## config.mk

```make
export PLATFORM = sky130hd
export DESIGN_NAME = card_response_record_parser
export DESIGN_NICKNAME = d
export VERILOG_FILES = /design/src/rtl/crrp_pkg.sv /design/src/rtl/crrp_parse_step.sv /design/src/rtl/card_response_record_parser.sv
export SDC_FILE = /design/constraint.sdc
export NUM_CORES = 1
export LEC_CHECK = 0
export ABC_CLOCK_PERIOD_IN_PS = 5400
export BUFFER_PORTS_ARGS = -buffer_cell sky130_fd_sc_hd__buf_2
export CORE_UTILIZATION = 60
export DETAILED_ROUTE_END_ITERATION = 16
export HOLD_SLACK_MARGIN = 0.05
export PLACE_DENSITY = 0.95
export SLEW_MARGIN = 20
export SYNTH_ARGS = -nofsm -noshare
export SYNTH_HDL_FRONTEND = slang
export SYNTH_SLANG_ARGS = --single-unit
```

## constraint.sdc

```tcl
create_clock -name clock -period 5.4 [get_ports clock]
set_input_delay 0 -clock clock [delete_from_list [all_inputs] [get_ports clock]]
set_output_delay 0 -clock clock [all_outputs]
set_load 0.01 [all_outputs]
```

## src/rtl/crrp_pkg.sv

```systemverilog
`default_nettype none

package crrp_pkg;

   localparam int BUFFER_BYTES_DEFAULT = 256;
   localparam int CSR_INDEX_WIDTH      = 2;
   localparam int CSR_DATA_WIDTH       = 32;

   localparam logic [CSR_INDEX_WIDTH-1:0] CSR_RESPONSE_LENGTH = 2'd0;
   localparam logic [CSR_INDEX_WIDTH-1:0] CSR_BOX_ID_OVERRIDE = 2'd1;

   localparam logic [7:0] RESPONSE_LENGTH_RESET = 8'h90;

   localparam logic [1:0] STATUS_ID_FOUND  = 2'd0;
   localparam logic [1:0] STATUS_ENCRYPTED = 2'd1;
   localparam logic [1:0] STATUS_NO_ID     = 2'd2;

   localparam int         ENCRYPT_POSITION = 7;
   localparam int         RECORD_START     = 9;
   localparam logic [7:0] ENCRYPT_LIMIT    = 8'h0F;
   localparam logic [7:0] IDENT_LIMIT      = 8'hF0;

   localparam logic [7:0] TYPE_NULL    = 8'h00;
   localparam logic [7:0] TYPE_SHORT   = 8'h01;
   localparam logic [7:0] TYPE_D1      = 8'hD1;
   localparam logic [7:0] TYPE_DF      = 8'hDF;
   localparam logic [7:0] TYPE_EF      = 8'hEF;
   localparam logic [7:0] TYPE_BOX_ID  = 8'hF3;
   localparam logic [7:0] TYPE_F6      = 8'hF6;
   localparam logic [7:0] TYPE_FA      = 8'hFA;
   localparam logic [7:0] TYPE_FC      = 8'hFC;
   localparam logic [7:0] TYPE_LEN_5E  = 8'h5E;
   localparam logic [7:0] TYPE_LEN_67  = 8'h67;
   localparam logic [7:0] TYPE_LEN_DE  = 8'hDE;
   localparam logic [7:0] TYPE_LEN_E2  = 8'hE2;
   localparam logic [7:0] TYPE_LEN_E9  = 8'hE9;
   localparam logic [7:0] TYPE_LEN_F8  = 8'hF8;
   localparam logic [7:0] TYPE_LEN_FD  = 8'hFD;

   localparam logic [2:0] CAPTURE_BYTES = 3'd4;

   typedef struct packed {
      logic [8:0]  bytes_to_skip;
      logic        awaiting_length;
      logic        identifier_seen;
      logic [2:0]  capture_count;
      logic [31:0] captured_id;
      logic        id_found;
      logic        encrypted;
      logic        unknown_flag;
   } parse_state_type;

   typedef struct packed {
      logic [8:0] skip;
      logic       awaiting;
      logic       identifier;
      logic       capture;
      logic       unknown;
   } type_decode_type;

   function automatic type_decode_type decode_type(input logic [7:0] t,
                                                   input logic id_seen);
      type_decode_type d;
      d = '0;
      if (!id_seen && t < IDENT_LIMIT) begin
         d.identifier = 1'b1;
         d.skip       = 9'd3;
      end else begin
         unique case (t)
            TYPE_NULL:  d.skip = 9'd0;
            TYPE_EF:    d.skip = 9'd2;
            TYPE_D1:    d.skip = 9'd3;
            TYPE_DF:    d.skip = 9'd4;
            TYPE_BOX_ID: begin
               d.skip    = 9'd4;
               d.capture = 1'b1;
            end
            TYPE_F6:    d.skip = 9'd5;
            TYPE_FC:    d.skip = 9'd13;
            TYPE_SHORT: d.skip = 9'd6;
            TYPE_FA:    d.skip = 9'd8;
            TYPE_LEN_5E, TYPE_LEN_67, TYPE_LEN_DE, TYPE_LEN_E2,
            TYPE_LEN_E9, TYPE_LEN_F8, TYPE_LEN_FD: d.awaiting = 1'b1;
            default: begin
               d.unknown  = 1'b1;
               d.awaiting = 1'b1;
            end
         endcase
      end
      return d;
   endfunction

endpackage

`default_nettype wire

```

## src/rtl/crrp_parse_step.sv

```systemverilog
`default_nettype none

module crrp_parse_step
   import crrp_pkg::*;
#(
   parameter int BUFFER_BYTES = BUFFER_BYTES_DEFAULT,
   parameter int POS_WIDTH    = $clog2(BUFFER_BYTES + 1)
) (
   input  wire logic [POS_WIDTH-1:0] position,
   input  wire parse_state_type      state,
   input  wire logic [7:0]           data_byte,
   input  wire logic [7:0]           response_length,
   output logic [POS_WIDTH-1:0]      position_next,
   output parse_state_type           state_next
);

   localparam int CMP_WIDTH = (POS_WIDTH > 8) ? POS_WIDTH : 8;

   type_decode_type decode;
   logic [1:0]      lane;
   logic            in_buffer;
   logic            in_records;
   logic            below_limit;

   assign decode      = decode_type(data_byte, state.identifier_seen);
   assign lane        = 2'(state.capture_count - 3'd1);
   assign in_buffer   = position < POS_WIDTH'(BUFFER_BYTES);
   assign in_records  = position >= POS_WIDTH'(RECORD_START);
   assign below_limit = CMP_WIDTH'(position) < CMP_WIDTH'(response_length);

   always_comb begin
      state_next    = state;
      position_next = position;
      if (in_buffer) begin
         position_next = position + 1'b1;
         if (position == POS_WIDTH'(ENCRYPT_POSITION) && data_byte > ENCRYPT_LIMIT) begin
            state_next.encrypted = 1'b1;
         end
         if (state.capture_count != 3'd0) begin
            state_next.captured_id   = state.captured_id |
                                       (32'(data_byte) << {lane, 3'b000});
            state_next.capture_count = state.capture_count - 3'd1;
         end
         if (in_records) begin
            if (state.bytes_to_skip != 9'd0) begin
               state_next.bytes_to_skip = state.bytes_to_skip - 9'd1;
            end else if (state.awaiting_length) begin
               state_next.awaiting_length = 1'b0;
               state_next.bytes_to_skip   = {1'b0, data_byte};
            end else if (below_limit) begin
               state_next.bytes_to_skip = decode.skip;
               if (decode.identifier) begin
                  state_next.identifier_seen = 1'b1;
               end
               if (decode.awaiting) begin
                  state_next.awaiting_length = 1'b1;
               end
               if (decode.unknown) begin
                  state_next.unknown_flag = 1'b1;
               end
               if (decode.capture) begin
                  state_next.capture_count = CAPTURE_BYTES;
                  state_next.captured_id   = '0;
                  state_next.id_found      = 1'b1;
               end
            end
         end
      end
   end

endmodule

`default_nettype wire

```

## src/rtl/card_response_record_parser.sv

```systemverilog
// Channel   Direction  Handshake            Payload
// req_      in         req_valid/req_stall  req_data_byte, req_last_byte
// rsp_      out        rsp_valid/rsp_stall  rsp_status, rsp_box_id, rsp_unknown_type_seen
// csr_      in         csr_write_enable     csr_index, csr_write_data
//
// One request byte is taken every cycle unless req_stall holds it off; the parse state is updated in the same cycle.
// A request with req_last_byte set shows its result on rsp_ in the cycle after it is taken.
// Reset is synchronous and clears the parse state; response_length returns to 144.
// Bytes that produce no result are taken even while a result waits under rsp_stall;
// a last byte is held off only while the result register is still full and stalled.
`default_nettype none

module card_response_record_parser
   import crrp_pkg::*;
#(
   parameter int BUFFER_BYTES = BUFFER_BYTES_DEFAULT
) (
   input  wire logic                       clock,
   input  wire logic                       reset,
   input  wire logic                       req_valid,
   output logic                            req_stall,
   input  wire logic [7:0]                 req_data_byte,
   input  wire logic                       req_last_byte,
   output logic                            rsp_valid,
   input  wire logic                       rsp_stall,
   output logic [1:0]                      rsp_status,
   output logic [31:0]                     rsp_box_id,
   output logic                            rsp_unknown_type_seen,
   input  wire logic                       csr_write_enable,
   input  wire logic [CSR_INDEX_WIDTH-1:0] csr_index,
   input  wire logic [CSR_DATA_WIDTH-1:0]  csr_write_data
);

   localparam int POS_WIDTH = $clog2(BUFFER_BYTES + 1);

   logic [7:0]           response_length_ff;
   logic [31:0]          box_id_override_ff;
   logic [POS_WIDTH-1:0] position_ff;
   logic [POS_WIDTH-1:0] position_in;
   parse_state_type      state_ff;
   parse_state_type      state_in;
   logic                 rsp_valid_ff;
   logic [1:0]           rsp_status_ff;
   logic [1:0]           rsp_status_in;
   logic [31:0]          rsp_box_id_ff;
   logic [31:0]          rsp_box_id_in;
   logic                 rsp_unknown_ff;
   logic                 req_accept;
   logic                 finish;

   crrp_parse_step #(
      .BUFFER_BYTES (BUFFER_BYTES),
      .POS_WIDTH    (POS_WIDTH)
   ) u_step (
      .position        (position_ff),
      .state           (state_ff),
      .data_byte       (req_data_byte),
      .response_length (response_length_ff),
      .position_next   (position_in),
      .state_next      (state_in)
   );

   assign req_stall  = rsp_valid_ff && rsp_stall && req_last_byte;
   assign req_accept = req_valid && !req_stall;
   assign finish     = req_accept && req_last_byte;

   always_comb begin
      priority if (state_in.encrypted) begin
         rsp_status_in = STATUS_ENCRYPTED;
      end else if (state_in.id_found) begin
         rsp_status_in = STATUS_ID_FOUND;
      end else begin
         rsp_status_in = STATUS_NO_ID;
      end
      rsp_box_id_in = (box_id_override_ff != 32'd0) ? box_id_override_ff
                                                    : state_in.captured_id;
   end

   always_ff @(posedge clock) begin
      if (reset) begin
         response_length_ff <= RESPONSE_LENGTH_RESET;
         box_id_override_ff <= '0;
      end else if (csr_write_enable) begin
         if (csr_index == CSR_RESPONSE_LENGTH) begin
            response_length_ff <= csr_write_data[7:0];
         end else if (csr_index == CSR_BOX_ID_OVERRIDE) begin
            box_id_override_ff <= csr_write_data[31:0];
         end
      end
   end

   always_ff @(posedge clock) begin
      if (reset) begin
         position_ff <= '0;
         state_ff    <= '0;
      end else if (finish) begin
         // The end of a response returns the parser to its idle state.
         position_ff <= '0;
         state_ff    <= '0;
      end else if (req_accept) begin
         position_ff <= position_in;
         state_ff    <= state_in;
      end
   end

   always_ff @(posedge clock) begin
      if (reset) begin
         rsp_valid_ff <= 1'b0;
      end else if (finish) begin
         rsp_valid_ff <= 1'b1;
      end else if (!rsp_stall) begin
         rsp_valid_ff <= 1'b0;
      end
   end

   always_ff @(posedge clock) begin
      if (finish) begin
         rsp_status_ff  <= rsp_status_in;
         rsp_box_id_ff  <= rsp_box_id_in;
         rsp_unknown_ff <= state_in.unknown_flag;
      end
   end

   assign rsp_valid             = rsp_valid_ff;
   assign rsp_status            = rsp_status_ff;
   assign rsp_box_id            = rsp_box_id_ff;
   assign rsp_unknown_type_seen = rsp_unknown_ff;

`ifndef NO_ASSERTIONS
   a_position_bounded: assert property (@(posedge clock) disable iff (reset)
      position_ff <= POS_WIDTH'(BUFFER_BYTES))
      else $error("position ran past the buffer size");

   a_capture_bounded: assert property (@(posedge clock) disable iff (reset)
      state_ff.capture_count <= CAPTURE_BYTES)
      else $error("capture count out of range");

   a_capture_implies_found: assert property (@(posedge clock) disable iff (reset)
      state_ff.capture_count != 3'd0 |-> state_ff.id_found)
      else $error("capture running without a box record");

   a_finish_clears: assert property (@(posedge clock) disable iff (reset)
      finish |=> position_ff == '0 && state_ff == '0)
      else $error("parser not cleared after last byte");

   a_finish_result: assert property (@(posedge clock) disable iff (reset)
      finish |=> rsp_valid_ff)
      else $error("last byte did not produce a result");
`endif

endmodule

`default_nettype wire
```

# --- Yosys cells after proc, flatten, opt, wreduce, memory -nomap -nowiden ---
# Index checks and enable logic that the tools add are counted.
totals:
  reg_bits: 134
  word_cells: 99
op_classes:
  add_sub_neg: 3
  order_cmp: 5
  n_eq_ne: 18
  shifts: 1
  n_mux: 29
  bitwise_logic: 4
  n_reduce_logical: 24
ops:
  columns: ["operator", "count"]
  rows:
  - ["$mux W36", 4]
  - ["$eq A8 B8 Y1 const B", 12]
  - ["$mux W35", 2]
  - ["$mux W47", 1]
  - ["$mux W32", 1]
  - ["$or A32 B32 Y32", 1]
  - ["$reduce_bool A32 Y1", 1]
  - ["$shl A8 B5 Y32", 1]
  - ["$pmux W4 S7", 1]
  - ["$eq A8 B7 Y1 const B", 2]
  - ["$reduce_or A16 Y1", 1]
  - ["$mux W1", 15]
  - ["$mux W10", 1]
  - ["$add A9 B1 Y9 const B", 1]
  - ["$eq A9 B3 Y1 const B", 1]
  - ["$ge A9 B4 Y1 const B", 1]
  - ["$lt A9 B8 Y1", 1]
  - ["$lt A9 B9 Y1 const B", 1]
  - ["$mux W9", 1]
  - ["$reduce_bool A9 Y1", 1]
  - ["$reduce_or A9 Y1", 1]
  - ["$sub A9 B1 Y9 const B", 1]
  - ["$eq A8 B1 Y1 const B", 1]
  - ["$gt A8 B4 Y1 const B", 1]
  - ["17 further kinds", 30]

# --- Longest topological paths before layout ---
depth:
  depth_word: 11
  mapped_depth: 11
  mapped_depth_nobuf: 8

# --- By module ---
# Synthesis repeated with hierarchy kept, for this count alone.
hier_totals:
  cells_unflattened: 865
  area_unflattened_um2: 7071.8
by_module_without_submodules:
  columns: ["mod", "instances", "cells_each", "area_per_inst_um2"]
  rows:
  - ["card_response_record_parser", 1, 587, 5422.7]
  - ["crrp_parse_step", 1, 278, 1649.1]

# --- Worst setup path before layout ---
# No wires, ideal clock.
synth_path:
  path_type: "register to register"
  from: "reg state_ff[40] (netlist name)"
  to: "reg state_ff[10] (netlist name)"
  t_arrival_ps: 2353
  path_slack_ps: 2934
  path_stages_with_launch: 9
  cell_sequence: "dfxtp_1 inv_1 ha_1 or4b_4 or3b_4 a2111o_1 o21ai_4 buf_6 nor2_1"
synth_between:
  elab_chain_cells: 4
synth_lines:
  columns: ["item", "line", "source"]
  rows:
  - ["start: declaration", "card_response_record_parser.sv:40", "parse_state_type state_ff;"]
  - ["start signal: assignment", "card_response_record_parser.sv:102", "state_ff <= state_in;"]
  - ["$reduce_bool A9 Y1", "crrp_parse_step.sv:45", "if (state.bytes_to_skip != 9'd0) begin"]
  - ["$mux W36", "crrp_parse_step.sv:45", null]
  - ["$mux W36", "crrp_parse_step.sv:44", "if (in_records) begin"]
  - ["$mux W35", "crrp_parse_step.sv:34", "if (in_buffer) begin"]
# No other way between the ends.
# A chain may end at the register's enable or synchronous reset.

# --- Final worst setup path ---
layout_path:
  from: "reg state_ff[40] (netlist name)"
  to: "reg state_ff[32] (netlist name)"
# The elaborated chain is that of the path after synthesis.

==> flow_metrics.py <==
metrics = {
    "outcome": {
        "status": "finished, final reports clean",
    },
    "floorplan": {
        "initial_core_util_pct": 61.6,
        "die_y_um": 102,
        "die_x_um": 102,
        "num_rows": 36,
        "fp.dieArea_um2": 10400,
        "ios": 85,
        "coreArea_um2": 9730,
    },
    "min_path": {
        "worstHoldStart": "reset",
        "hold_depth": 2,
        "hp-class": "input port to flip-flop",
        "hold-path-endpoint": "response_length_ff[0]",
    },
    "timing": {
        "setup_viol": 0,
        "slew_viol_final": 0,
        "rsz0062_at_grt": "no",
        "skew_ps": 12.0,
        "tightestPinTransition_ps": 1060,
        "slew_headroom_pct": 29.2,
        "timing.final.crit_period_ps": 3170,
        "hold_viol_final": 0,
        "fin_crit_sh_pct": 58.6,
        "max_freq_ghz": 0.316,
        "setup_tns_ps": 0,
    },
    "cts": {
        "cts_num_sinks": 134,
        "root_buffer": "clkbuf_8",
        "ctsResizeCount": 0,
        "cts_tree": "yes",
        "clk_pin_slew_ps": 60,
        "htree_levels": 4,
        "insertion_delay_ps": 540,
        "cts_made_buffers": 17,
        "cts_buffer_depth": 2,
    },
    "power_and_ir_drop": {
        "p_leak_uw": 0.00283,
        "vdd_ir_drop_max_v": 0.000311,
        "p_per_area_nw_per_um2": 326,
        "finalPower_uw": 2440,
    },
    "global_routing": {
        "grt_pass1_wl_um": 29200,
        "grt_max_degree": 44,
        "grt_use_total_pct": 37.8,
        "grt_antenna_before_repair": 0,
        "grt_pass1_vias": 5740,
        "groute.layer.met3.usage_pct": 10.7,
        "grt_util_met2_pct": 61.1,
        "use_met1_pct": 44.5,
        "top_usage_layer": "met2",
        "grt_overflow": 0,
    },
    "logic_synthesis": {
        "synth_flop_cell": "dfxtp_1",
        "avgSynthCellArea_um2": 8.79,
        "synth_enable_flop_cells": 35,
        "synth_nets": 743,
        "async_flop_share_pct": 0,
        "ys_seq_area_share_pct": 50.6,
        "synth_area_um2": 6000,
        "netlist_instances": 682,
        "ys_types": 59,
        "synth_warnings": 0,
        "yosys_register_bits": 134,
    },
    "placed_design": {
        "placed_area_um2": 6410,
        "place.gp.congestion": 0.916,
        "hpwl_um": 10500,
        "port-buffer-count": 84,
    },
    "critical_path": {
        "end_kind": "flip-flop",
        "r2r_end": "state_ff[32]",
        "cp_max_fo": 32,
        "reg2reg_depth": 7,
        "regToRegStartpoint": "state_ff[40]",
        "rrSetupSlack_ps": 2230,
        "critPathKind": "flip-flop to flip-flop",
        "critPathArrivalTime_ps": 3540,
        "crit_required_ps": 5770,
        "startpoint_type": "flip-flop",
    },
    "final_layout": {
        "diodes": 0,
        "drive_gt1_share_pct": 16.2,
        "layout-area-overhead-vs-synth_pct": 24.9,
        "finalNetCount": 852,
        "final_cell_area_um2": 7490,
        "nFillCells": 592,
    },
    "detailed_routing": {
        "drc": 0,
        "routedWlPerCell_um": 20.4,
        "drtPass1Iterations": 7,
        "vias": 6074,
        "via_per_inst": 6.48,
        "drtIter0Drc": 738,
        "detail-route-antenna-nets": 0,
        "postRouteWirelength_um": 19100,
    },
    "job": {
        "cap_violations": 0,
    },
}
## state kept, by name, indices dropped and copies added (netlist names)
name	cells
box_id_override_ff	32
position_ff	9
response_length_ff	8
rsp_box_id	32
rsp_status	2
rsp_unknown_type_seen	1
rsp_valid	1
state_ff	49
## through the flow
step	util (%)	cells	hold slack (ps)	setup WS [ps]
after global routing	77.0	937	86.1	2130
after CTS	76.8	937	53.3	2150
after global placement	65.8	855	224	2350
final	77.0	937	93.2	2230
after floorplan	-	682	118	2930
after detailed placement	65.9	856	229	2240
## kinds of logic (layout without fill, tap and decap cells)
group | Yosys count | count (layout) | share of synthesized area (%)
AOI/OAI and AO/OA | 210 | 210 | 21.1
xor gates and xnor gates | 9 | 9 | 1.31
adders and majority gates | 13 | 13 | 2.71
buffers and inverters | 65 | 187 | 4.51
DFF | 134 | 134 | 50.6
muxes | 1 | 1 | 0.167
and+or+nand+nor | 250 | 250 | 19.6
## cell usage in the layout (no fill, tap or decap), drive strengths merged, types with 4 or more instances in the layout
master / n
inv: 23
xor2: 4
and3: 4
ha: 13
a211o: 4
nor4: 14
buf: 87
dfxtp: 99
nor2: 78
clkbuf: 21
edfxtp: 35
o21bai: 33
nand2b: 6
o21ai: 20
nand2: 81
a21oi: 119
nand3: 13
xnor2: 5
dlygate4sd3: 49
or3: 5
nor3: 15
nand4: 11
clkinv: 6
a211oi: 7
## synthesized netlist by cell type (all sizes together), types with 5 or more instances
cell	n	area share, %
a21oi	119	9.9
nand3	13	1.1
o21ai	20	1.9
buf	8	0.94
nor4	14	1.5
nor3	15	1.3
a211oi	7	0.88
nand4	11	1.1
nand2b	6	0.63
inv	19	1.2
edfxtp	35	18
ha	13	2.7
or3	5	0.52
clkbuf	38	2.4
xnor2	5	0.73
o21bai	33	4.1
dfxtp	99	33
nor2	78	4.9
nand2	81	5.1
## repair_timing
item	in CTS	in global routing
endpoints found under the setup margin	0	0
buffers inserted	0	0
hold buffers	49	0
endpoints found under the hold margin	69	0
## critical path, stage by stage, from the launching register on
cell      delay [ps]
dfxtp_1          320
inv_1             90
ha_1             200
or4b_4           500
or3b_4           410
a2111o_1         530
o21ai_4          760
nor2_1           190
## cell type report
class / instances / area (µm²) / area share [%]
Clock buffer: 21 / 482 / 6.43
Multi-Input combinational cell: 483 / 2710 / 36.2
Timing Repair Buffer: 136 / 937 / 12.5
Inverter: 19 / 71.3 / 0.953
Clock inverter: 11 / 88.8 / 1.19
Tap cell: 133 / 166 / 2.22
Sequential cell: 134 / 3030 / 40.5
## power by group
part	internal (µW)	switching [µW]	total, µW
registers	1060	20.8	1080
logic	90.3	155	245
clock network	639	473	1110
## metal layers
layer	share of wire, %	wire [µm]	vias up
li1	-	-	2645
met1	34	6440	2751
met2	48	9100	546
met3	13	2410	132
met4	6.1	1160	0
met5	0	0	-
## how the worst max path moves through the flow
stage                  from        endpoint  slack, ps  depth (start not counted)
3_5_place_dp   state_ff[40]   rsp_box_id[1]       2240                          8
2_1_floorplan  state_ff[40]    state_ff[10]       2930                          8
5_1_grt        state_ff[40]    state_ff[32]       2130                          7
3_3_place_gp   state_ff[40]  rsp_box_id[15]       2350                          8
4_1_cts        state_ff[40]   rsp_box_id[8]       2150                          8
6_report       state_ff[40]    state_ff[32]       2230                          7
Power figures use the tool's default switching activity.
